==> src/sv/c2r_pkg.sv <==
`default_nettype none
// ----------------------------------------------------------------------------
// c2r_pkg
// Shared types, sizes and codes for the int8 2D convolution with ReLU.
// ----------------------------------------------------------------------------
package c2r_pkg;

  localparam int IMAGE_SIZE  = 32;
  localparam int KERNEL_SIZE = 3;
  localparam int KK          = KERNEL_SIZE * KERNEL_SIZE;

  // row/column counter width
  localparam int CW = (IMAGE_SIZE > 1) ? $clog2(IMAGE_SIZE) : 1;

  // pixel delay line: newest pixel sits one place ahead of tap 0
  localparam int TAP_RAW = (KERNEL_SIZE - 1) * IMAGE_SIZE + KERNEL_SIZE - 1;
  localparam int TAP_LEN = (TAP_RAW > 0) ? TAP_RAW : 1;

  localparam int PW  = 8;   // pixel / weight / bias width
  localparam int OIW = 10;  // output index width
  localparam int FW  = 7;   // feature width

  localparam logic [1:0] ACT_WEIGHT = 2'd0;
  localparam logic [1:0] ACT_BIAS   = 2'd1;
  localparam logic [1:0] ACT_PIXEL  = 2'd2;

  typedef struct packed {
    logic [1:0]           action;
    logic [3:0]           weight_index;
    logic signed [PW-1:0] weight_value;
    logic signed [PW-1:0] bias_value;
    logic signed [PW-1:0] pixel;
  } in_beat_t;

  typedef struct packed {
    logic [FW-1:0]  feature;
    logic [OIW-1:0] out_index;
    logic           last_of_frame;
  } out_beat_t;

  // one window in flight: remaining pixels and weights, bias, partial sum
  typedef struct packed {
    logic [KK-1:0][PW-1:0] px;
    logic [KK-1:0][PW-1:0] wt;
    logic [PW-1:0]         bias;
    logic [PW-1:0]         sum;
    logic [OIW-1:0]        out_index;
    logic                  last;
  } cell_data_t;

endpackage
`default_nettype wire

==> src/sv/conv2d_int8_relu.sv <==
`default_nettype none
// ----------------------------------------------------------------------------
// conv2d_int8_relu
// Valid-mode KxK convolution of a raster int8 pixel stream with bias and
// ReLU, built as a chain of MAC cells, one kernel tap per cell.
// ----------------------------------------------------------------------------
//  channel | direction | handshake            | payload
//  in      | input     | in_valid / in_ready  | in_data  (c2r_pkg::in_beat_t)
//  out     | output    | out_valid / out_ready| out_data (c2r_pkg::out_beat_t)
//
//  One beat per cycle, sustained unless a low out_ready backs the chain up.
//  Weight, bias and pixel beats all issue at one per cycle; a result passes
//  through the KK MAC cell registers, then the output register.
//  Reset clears kernel, bias, counters and all stage valids; the delay line
//  holds no reset and is only read once filled within the frame.
//  Each stage moves when the one after it is empty or moving, so in_ready
//  drops only when every stage holds a beat and out_ready is low.
// ----------------------------------------------------------------------------
module conv2d_int8_relu (
  input  wire logic              clk,
  input  wire logic              rst,
  input  wire logic              in_valid,
  output logic                   in_ready,
  input  wire c2r_pkg::in_beat_t in_data,
  output logic                   out_valid,
  input  wire logic              out_ready,
  output c2r_pkg::out_beat_t     out_data
);

  logic                c_valid [c2r_pkg::KK+1];
  logic                c_ready [c2r_pkg::KK+1];
  c2r_pkg::cell_data_t c_data  [c2r_pkg::KK+1];

  c2r_front u_front (
    .clk       (clk),
    .rst       (rst),
    .in_valid  (in_valid),
    .in_data   (in_data),
    .in_ready  (in_ready),
    .win_valid (c_valid[0]),
    .win_data  (c_data[0]),
    .win_ready (c_ready[0])
  );

  for (genvar i = 0; i < c2r_pkg::KK; i++) begin : g_cell
    c2r_cell u_cell (
      .clk       (clk),
      .rst       (rst),
      .in_valid  (c_valid[i]),
      .in_data   (c_data[i]),
      .in_ready  (c_ready[i]),
      .out_valid (c_valid[i+1]),
      .out_data  (c_data[i+1]),
      .out_ready (c_ready[i+1])
    );
  end

  c2r_tail u_tail (
    .clk       (clk),
    .rst       (rst),
    .in_valid  (c_valid[c2r_pkg::KK]),
    .in_data   (c_data[c2r_pkg::KK]),
    .in_ready  (c_ready[c2r_pkg::KK]),
    .out_valid (out_valid),
    .out_data  (out_data),
    .out_ready (out_ready)
  );

endmodule
`default_nettype wire

==> src/sv/c2r_front.sv <==
`default_nettype none
// ----------------------------------------------------------------------------
// c2r_front
// Input decode: kernel and bias registers, pixel delay line, raster counters
// and window capture for the MAC chain.
// ----------------------------------------------------------------------------
module c2r_front (
  input  wire logic              clk,
  input  wire logic              rst,
  input  wire logic              in_valid,
  input  wire c2r_pkg::in_beat_t in_data,
  output logic                   in_ready,
  output logic                   win_valid,
  output c2r_pkg::cell_data_t    win_data,
  input  wire logic              win_ready
);

  logic [c2r_pkg::TAP_LEN-1:0][c2r_pkg::PW-1:0] taps;
  logic [c2r_pkg::KK-1:0][c2r_pkg::PW-1:0]      kernel;
  logic [c2r_pkg::PW-1:0]                       bias;
  logic [c2r_pkg::CW-1:0]                       row_cnt;
  logic [c2r_pkg::CW-1:0]                       col_cnt;
  logic [c2r_pkg::OIW-1:0]                      oidx;

  logic accept;
  logic pix_acc;
  logic col_end;
  logic row_end;
  logic win_full;

  assign in_ready = win_ready;
  assign accept   = in_valid && in_ready;
  assign pix_acc  = accept && (in_data.action == c2r_pkg::ACT_PIXEL);
  assign col_end  = (col_cnt == c2r_pkg::CW'(c2r_pkg::IMAGE_SIZE - 1));
  assign row_end  = (row_cnt == c2r_pkg::CW'(c2r_pkg::IMAGE_SIZE - 1));
  assign win_full = (int'(row_cnt) >= c2r_pkg::KERNEL_SIZE - 1) &&
                    (int'(col_cnt) >= c2r_pkg::KERNEL_SIZE - 1) &&
                    (c2r_pkg::KERNEL_SIZE <= c2r_pkg::IMAGE_SIZE);

  assign win_valid = pix_acc && win_full;

  // window entry m*K+n sits (K-1-m) rows and (K-1-n) columns behind the new pixel
  always_comb begin
    int p;
    win_data = '0;
    for (int m = 0; m < c2r_pkg::KERNEL_SIZE; m++) begin
      for (int n = 0; n < c2r_pkg::KERNEL_SIZE; n++) begin
        p = (c2r_pkg::KERNEL_SIZE - 1 - m) * c2r_pkg::IMAGE_SIZE +
            (c2r_pkg::KERNEL_SIZE - 1 - n);
        if (p == 0) begin
          win_data.px[m * c2r_pkg::KERNEL_SIZE + n] = in_data.pixel;
        end else begin
          win_data.px[m * c2r_pkg::KERNEL_SIZE + n] = taps[p - 1];
        end
      end
    end
    win_data.wt        = kernel;
    win_data.bias      = bias;
    win_data.sum       = '0;
    win_data.out_index = oidx;
    win_data.last      = row_end && col_end;
  end

  // delay line holds image data only, no reset needed
  always_ff @(posedge clk) begin
    if (pix_acc) begin
      taps[0] <= in_data.pixel;
      for (int j = 1; j < c2r_pkg::TAP_LEN; j++) begin
        taps[j] <= taps[j - 1];
      end
    end
  end

  always_ff @(posedge clk) begin
    if (rst) begin
      kernel  <= '0;
      bias    <= '0;
      row_cnt <= '0;
      col_cnt <= '0;
      oidx    <= '0;
    end else if (accept) begin
      unique case (in_data.action)
        c2r_pkg::ACT_WEIGHT: begin
          for (int j = 0; j < c2r_pkg::KK; j++) begin
            if (int'(in_data.weight_index) == j) begin
              kernel[j] <= in_data.weight_value;
            end
          end
        end
        c2r_pkg::ACT_BIAS: begin
          bias <= in_data.bias_value;
        end
        c2r_pkg::ACT_PIXEL: begin
          if (col_end) begin
            col_cnt <= '0;
            row_cnt <= row_end ? '0 : row_cnt + 1'b1;
          end else begin
            col_cnt <= col_cnt + 1'b1;
          end
          if (win_full) begin
            oidx <= (row_end && col_end) ? '0 : oidx + 1'b1;
          end
        end
        default: begin
        end
      endcase
    end
  end

  a_cnt_range: assert property (@(posedge clk) disable iff (rst)
    (int'(col_cnt) < c2r_pkg::IMAGE_SIZE) && (int'(row_cnt) < c2r_pkg::IMAGE_SIZE))
    else $error("raster counter out of range");

  a_frame_wrap: assert property (@(posedge clk) disable iff (rst)
    (pix_acc && row_end && col_end) |=> (row_cnt == '0 && col_cnt == '0))
    else $error("counters did not wrap at frame end");

  a_idx_restart: assert property (@(posedge clk) disable iff (rst)
    (win_valid && win_data.last) |=> (oidx == '0))
    else $error("output index did not restart after last window");

endmodule
`default_nettype wire

==> src/sv/c2r_cell.sv <==
`default_nettype none
// ----------------------------------------------------------------------------
// c2r_cell
// One MAC cell: multiplies the head pixel by the head weight, adds the
// product >>> 8 to the partial sum and shifts the rest of the window along.
// ----------------------------------------------------------------------------
module c2r_cell (
  input  wire logic                clk,
  input  wire logic                rst,
  input  wire logic                in_valid,
  input  wire c2r_pkg::cell_data_t in_data,
  output logic                     in_ready,
  output logic                     out_valid,
  output c2r_pkg::cell_data_t      out_data,
  input  wire logic                out_ready
);

  logic signed [2*c2r_pkg::PW-1:0] prod;
  c2r_pkg::cell_data_t             data_next;

  assign in_ready = !out_valid || out_ready;

  always_comb begin
    prod      = $signed(in_data.px[0]) * $signed(in_data.wt[0]);
    data_next = in_data;
    // upper byte of the product is the floor shift; sum wraps mod 256
    data_next.sum = in_data.sum + prod[2*c2r_pkg::PW-1:c2r_pkg::PW];
    for (int j = 0; j < c2r_pkg::KK - 1; j++) begin
      data_next.px[j] = in_data.px[j + 1];
      data_next.wt[j] = in_data.wt[j + 1];
    end
    data_next.px[c2r_pkg::KK - 1] = '0;
    data_next.wt[c2r_pkg::KK - 1] = '0;
  end

  always_ff @(posedge clk) begin
    if (rst) begin
      out_valid <= 1'b0;
    end else if (in_ready) begin
      out_valid <= in_valid;
    end
  end

  always_ff @(posedge clk) begin
    if (in_ready && in_valid) begin
      out_data <= data_next;
    end
  end

endmodule
`default_nettype wire

==> src/sv/c2r_tail.sv <==
`default_nettype none
// ----------------------------------------------------------------------------
// c2r_tail
// Output register: adds the bias, applies ReLU and holds the result beat.
// ----------------------------------------------------------------------------
module c2r_tail (
  input  wire logic                clk,
  input  wire logic                rst,
  input  wire logic                in_valid,
  input  wire c2r_pkg::cell_data_t in_data,
  output logic                     in_ready,
  output logic                     out_valid,
  output c2r_pkg::out_beat_t       out_data,
  input  wire logic                out_ready
);

  logic [c2r_pkg::PW-1:0] v;
  c2r_pkg::out_beat_t     beat_next;

  assign in_ready = !out_valid || out_ready;

  always_comb begin
    v = in_data.sum + in_data.bias;
    beat_next.feature       = v[c2r_pkg::PW-1] ? '0 : v[c2r_pkg::FW-1:0];
    beat_next.out_index     = in_data.out_index;
    beat_next.last_of_frame = in_data.last;
  end

  always_ff @(posedge clk) begin
    if (rst) begin
      out_valid <= 1'b0;
    end else if (in_ready) begin
      out_valid <= in_valid;
    end
  end

  always_ff @(posedge clk) begin
    if (in_ready && in_valid) begin
      out_data <= beat_next;
    end
  end

endmodule
`default_nettype wire

==> config.mk <==
export PLATFORM = sky130hd
export DESIGN_NAME = conv2d_int8_relu
export DESIGN_NICKNAME = d
export VERILOG_FILES = /design/src/sv/c2r_pkg.sv /design/src/sv/conv2d_int8_relu.sv /design/src/sv/c2r_front.sv /design/src/sv/c2r_cell.sv /design/src/sv/c2r_tail.sv
export SDC_FILE = /design/constraint.sdc
export NUM_CORES = 2
export LEC_CHECK = 0
export BUFFER_PORTS_ARGS = -buffer_cell sky130_fd_sc_hd__buf_2
export CORE_AREA = 8 8 450 452
export CTS_CLUSTER_SIZE = 28
export DETAILED_ROUTE_END_ITERATION = 10
export DIE_AREA = 0 0 458 460
export GPL_TIMING_DRIVEN = 0
export SLEW_MARGIN = 20
export SYNTH_ARGS = -nofsm -noshare
export SYNTH_HDL_FRONTEND = slang
export SYNTH_SLANG_ARGS = --single-unit
export TNS_END_PERCENT = 5
==> constraint.sdc <==
create_clock -name clk -period 29.3 [get_ports clk]
set_input_delay 1.465 -clock clk [delete_from_list [all_inputs] [get_ports clk]]
set_output_delay 1.465 -clock clk [all_outputs]
set_load 0.01 [all_outputs]
## Word level (Yosys, flattened, before mapping)

Index checks and enable logic that the tools add are counted.

| operators by class | value |
|---|---|
| add/subtract/negate cells | 12 |
| $mul | 9 |
| divide/modulo/power cells | 0 |
| order comparisons | 2 |
| eq/ne operators | 12 |
| shifts and indexed selects | 0 |
| mux-type cells | 3 |
| bitwise operators | 0 |
| reductions and logical operators | 50 |

Operator list:

| kind | number |
|---|---|
| multiplier 8 x 8 -> 16 bit | 9 |
| adder 8 bit | 9 |
| AND reduction 3 bit | 11 |
| == test 4 bit (second input constant) | 5 |
| logical AND 1 bit | 15 |
| adder 10 x 1 -> 10 bit (second input constant) | 1 |
| adder 5 x 1 -> 5 bit (second input constant) | 2 |
| == test 5 bit (second input constant) | 2 |
| greater-or-equal comparator 5 x 2 -> 1 bit (second input constant) | 2 |
| zero test 1 bit | 10 |
| logical OR 1 bit | 10 |
| 2-to-1 mux 10 bit | 1 |
| 2-to-1 mux 5 bit | 2 |
| == test 4 x 3 -> 1 bit (second input constant) | 2 |
| == test 4 x 2 -> 1 bit (second input constant) | 1 |
| zero test 4 bit | 1 |
| AND reduction 2 bit | 2 |
| == test 2 x 1 -> 1 bit (second input constant) | 1 |
| == test 2 bit (second input constant) | 1 |
| zero test 2 bit | 1 |

| word-level totals | value |
|---|---|
| register bits after elaboration | 1475 |
| bits in latches | 0 |
| RAM bits | 0 |
| bits in read-only memories | 0 |
| input bits | 34 |
| output and inout bits | 20 |
| logic and storage cells | 288 |
| memories kept | 0 |

## Longest topological paths before layout

| depth | value |
|---|---|
| depth in word-level cells | 15 |
| mapped depth | 23 |

## Modules after synthesis

Synthesis repeated with hierarchy kept, for this count alone.

| unflattened totals | value |
|---|---|
| cell total of the unflattened synthesis | 5253 |
| area, all modules | 87725.4 µm² |

By module, submodules not included:

| module | instances | cells each | area an instance (µm²) | seq. area each (µm²) |
|---|---|---|---|---|
| c2r_cell at g_cell[0].u_cell ... | 4 | 466 | 7403.4 | 4674.5 |
| c2r_front | 1 | 1034 | 20424.6 | 17857.1 |
| c2r_cell at g_cell[5].u_cell ... | 2 | 460 | 7359.6 | 4674.5 |
| c2r_cell at g_cell[7].u_cell | 1 | 455 | 7355.8 | 4674.5 |
| c2r_cell at g_cell[4].u_cell | 1 | 457 | 7343.3 | 4674.5 |
| c2r_cell at g_cell[8].u_cell | 1 | 457 | 7339.5 | 4674.5 |
| c2r_tail | 1 | 66 | 929.6 | 560.5 |

## Least setup slack after synthesis

No wires, ideal clock.

| timing | value |
|---|---|
| path type | input-to-reg |
| start | input port out_ready |
| end | register u_front.taps[100] (netlist name) (enable) |
| arrival | 12.134 ns |
| setup slack | 16.294 ns |
| stages on the path | 4 |
| buffers on the path | 0 |
| path through | and3b_1 nand4_4 nand3_2 inv_1 |

| on the way | value |
|---|---|
| longest elaborated chain between the ends | 12 |

RTL lines:

| what | line | RTL |
|---|---|---|
| start, declared | conv2d_int8_relu.sv:26 | `input wire logic out_ready,` |
| logical OR 1 bit | c2r_tail.sv:20 | `assign in_ready = !out_valid \|\| out_ready;` |
| logical OR 1 bit (9 in a row) | c2r_cell.sv:21 | `assign in_ready = !out_valid \|\| out_ready;` |
| via in_ready | conv2d_int8_relu.sv:23 | `output logic in_ready,` |
| logical AND 1 bit | c2r_front.sv:32 | `assign accept = in_valid && in_ready;` |
| logical AND 1 bit | c2r_front.sv:33 | `assign pix_acc = accept && (in_data.action == c2r_pkg::ACT_PIXEL);` |
| via u_front.pix_acc | c2r_front.sv:26 | `logic pix_acc;` |
| end signal, assigned by index | c2r_front.sv:69 | `taps[j] <= taps[j - 1];` |
| end, declared | c2r_front.sv:18 | `logic [c2r_pkg::TAP_LEN-1:0][c2r_pkg::PW-1:0] taps;` |

The timed path passes the listed nets, and every way through them passes these cells.
A chain may end at the register's enable or synchronous reset.

==> key figures <==
Floorplanning
  • Site Rows: 163
  • # IOs: 54
  • Starting Density: approximately a third
  • Chip width: 458 um
  • Core ar.: 195800 sq um
  • Die Y: 460 um
  • Die Area: 210700 sq um

Timing
  • Clock Skews: 0.02749 ns
  • Max Freq: 0.1576 GHz
  • Worst hold slack: 0.4024 ns
  • Final Worst Setup Slack: 22.95 ns
  • Setup Viol. Count Final: 0
  • Endpoints failing hold: 0
  • Worst Max-Slew Pin Slew: 1.125 ns
  • Crit path time final: 6.347 ns
  • Max Slew Vio Count: 0
  • Slew HR: 25.02%
  • Final period util: roughly 22%
  • RSZ-0062 raised after global routing: no
  • Setup tns final: 0 ns

Clocking
  • Clock Pin Slew Worst Setup and Hold Paths: 0.06 ns
  • Clock buffer depth: 3
  • H-tree levels: 4
  • Total setup buffers inserted after CTS: 0
  • Worst-Skew Late Latency: 0.75 ns
  • Post-CTS Resized: 0
  • TritonCTS clock tree: yes
  • Root Buffer: clkbuf_16
  • Clock sinks: between 1000 and 1500
  • Clock buffer count from CTS: 146
  • CTS Hold Bufs: 0

GRT
  • Vias in the first global route: 32929
  • Gr ovfl total: 0
  • Largest net degree at the start of global routing: 117
  • Global-route total usage across every layer: between 10% and 20%
  • Global-route wire length before repair: roughly 180000 um
  • Initial antenna violation count: 5

Final layout
  • Layout cells sized above 1: 7.515%
  • Final design utilization: roughly two fifths
  • Final layout net count: 5398
  • Finished Cell Area: 77370 sq um
  • Non-Filler Instances: 7244
  • Filler cells: between 15000 and 20000
  • Layout area overhead: 13.86%

Logic synthesis
  • Post-synth ARST share: 0%
  • Syn Inst Count: 4332
  • Flops & latches, synth: about 1500
  • Ys flop type: edfxtp_1
  • Synthesized area: 67960 sq um
  • Synth area leaders: edfxtp_1, fa_1, ha_1, inv_1, dfxtp_1
  • Netlist cell types: 70
  • Sequential fraction of the synthesis area: 63.56%
  • Mean Syn Cell Area: 15.69 sq um
  • Synth area leader: edfxtp_1
  • Top cell type's share of synthesized area: between 60% and 70%
  • Top cells by instance count after synthesis: edfxtp_1, inv_1, fa_1, and2_1, ha_1
  • Most frequent cell after synthesis: edfxtp_1
  • Synthesis warning total: 0
  • EDFF count, synth: 1365
  • Syn_nets: between 5000 and 6000

Pwr
  • Max VDD drop: a little under 0.00006 V
  • Final Power: 4.207 mW
  • Pwr Density: 54.37 nW/um^2
  • Pleak: 29.50 nW

Setup path
  • Crit path max fanout: 8
  • Arr. time, crit path: 6.85 ns
  • Crit path capture type: flop
  • Critical Path Start: g_cell[3].u_cell.out_data[104]$_DFFE_PP_
  • Req. time, crit path: 29.81 ns
  • Crit Path Category: flop to flop
  • Worst R2R Start: g_cell[3].u_cell.out_data[104]$_DFFE_PP_
  • CP Launch Type: flop

Placed design
  • Dpl ws: 22.82 ns
  • DP Area: 72430 sq um
  • Routability congestion estimate: 0.7791
  • Post-Place Cells: 6972
  • DP HPWL: 80390 um
  • Port Buffers: 45

Outcome
  • Status: complete, no violations

Detailed routing
  • Router iterations before antenna repair: 5
  • Iteration-0 DRC Markers: about 1800
  • Avg WL per Cell: between 15 and 20 um
  • Post-Route WL: 111900 um
  • # DRC: 0
  • ANT nets after route: 0
  • Via count: 31974
  • Average via count per standard cell: roughly 4.4

Job
  • Max cap viols: 0

Hold path
  • Worst hold path type: flop to flop
  • Worst hold path startpoint: g_cell[2].u_cell.out_data[58]$_DFFE_PP_
-- cell type report --
cell class / count / area (sq um) / share of cell area [%]
well taps: 2557 / 3199 / 4.135
multi-input cells: 2202 / 22370 / 28.91
plain buffers: 31 / 132.6 / 0.1714
inverters: 624 / 2357 / 3.047
repair buffers: 83 / 1180 / 1.525
diodes: 3 / 7.507 / 0.009702
flip-flops and latches: 1475 / 43190 / 55.82
clock buffers: 186 / 3925 / 5.073
clock inverters: 83 / 1008 / 1.303
-- worst max-delay path, cell delays in order, from the launching register on --
cell and delay (ns):
edfxtp_1 0.52, and2_1 0.24, fa_1 0.54, inv_1 0.06
fa_1 0.53, inv_1 0.05, fa_1 0.47, inv_1 0.05
fa_1 0.47, inv_1 0.04, ha_1 0.28, and4b_1 0.20
a221oi_1 0.57, nor2b_1 0.09, nor2_1 0.13, xnor2_1 0.17
ha_1 0.28, a21o_1 0.18, a21oi_1 0.20, o21ai_0 0.17
o41ai_1 0.40, xnor2_1 0.15, xnor2_1 0.31
-- flip-flops by register name, indices dropped and copies added (netlist names), 5 cells and up --
register,cells
u_tail.out_data,18
g_cell.u_cell.out_valid,9
u_front.row_cnt,5
u_front.col_cnt,5
u_front.oidx,10
u_front.bias,8
u_front.win_data,136
u_front.taps,464
g_cell.u_cell.out_data,819
-- final timing paths --
path                                                                 to  slack (ns)  depth (start not counted)
worst max register to register  g_cell[4].u_cell.out_data[18]$_DFFE_PP_       22.95                         22
worst min-delay path            g_cell[3].u_cell.out_data[50]$_DFFE_PP_        0.40                          0
worst min register to register  g_cell[3].u_cell.out_data[50]$_DFFE_PP_        0.40                          0
worst max-delay path            g_cell[4].u_cell.out_data[18]$_DFFE_PP_       22.95                         22
-- logic make-up after synthesis --
| kind of cell | synth area share [%] |
|---|---|
| compound gates | 2.243 |
| simple gates | 6.860 |
| buf+inv | 3.634 |
| flops | 63.56 |
| xor+xnor | 2.397 |
| fa+ha+maj | 20.12 |
| mux | 1.193 |
-- report_power, final --
part | total [mW] | switching [mW] | internal (mW)
clock | 1.87 | 0.778 | 1.10
combinational | 0.0290 | 0.0231 | 0.00598
sequential | 2.30 | 0.00763 | 2.30
-- cells in the final DEF, fill, tap and decap left out, types with 6 or more instances in the layout --
cell type,count
a211oi_1,6
a21o_1,37
a21oi_1,80
and2_1,328
and3_1,25
buf_16,29
buf_2,51
bufinv_16,15
clkbuf_1,49
clkbuf_16,147
clkbuf_8,10
clkinv_1,16
clkinv_2,19
clkinvlp_4,12
dfxtp_1,110
edfxtp_1,1365
fa_1,486
ha_1,315
inv_1,622
inv_6,7
mux2i_1,81
nand2_1,180
nand2b_1,23
nand3_1,10
nor2_1,218
nor2b_1,11
nor3_1,33
nor4_1,13
o21a_1,11
o21ai_0,41
o21bai_1,12
o41ai_1,10
or3_1,9
xnor2_1,148
xor2_1,38
-- per-layer routing --
layer / GRT usage (%) / wire length, um / share of wire [%] / up-vias
met2: 18.07 / 55420 / 50 / 378
li1: - / - / - / 15277
met3: 1.452 / 3380 / 3.0 / 150
met5: 0 / 0 / 0 / -
met1: 14.48 / 51020 / 46 / 16169
met4: 2.764 / 2118 / 1.9 / 0
Power figures use the tool's default switching activity.
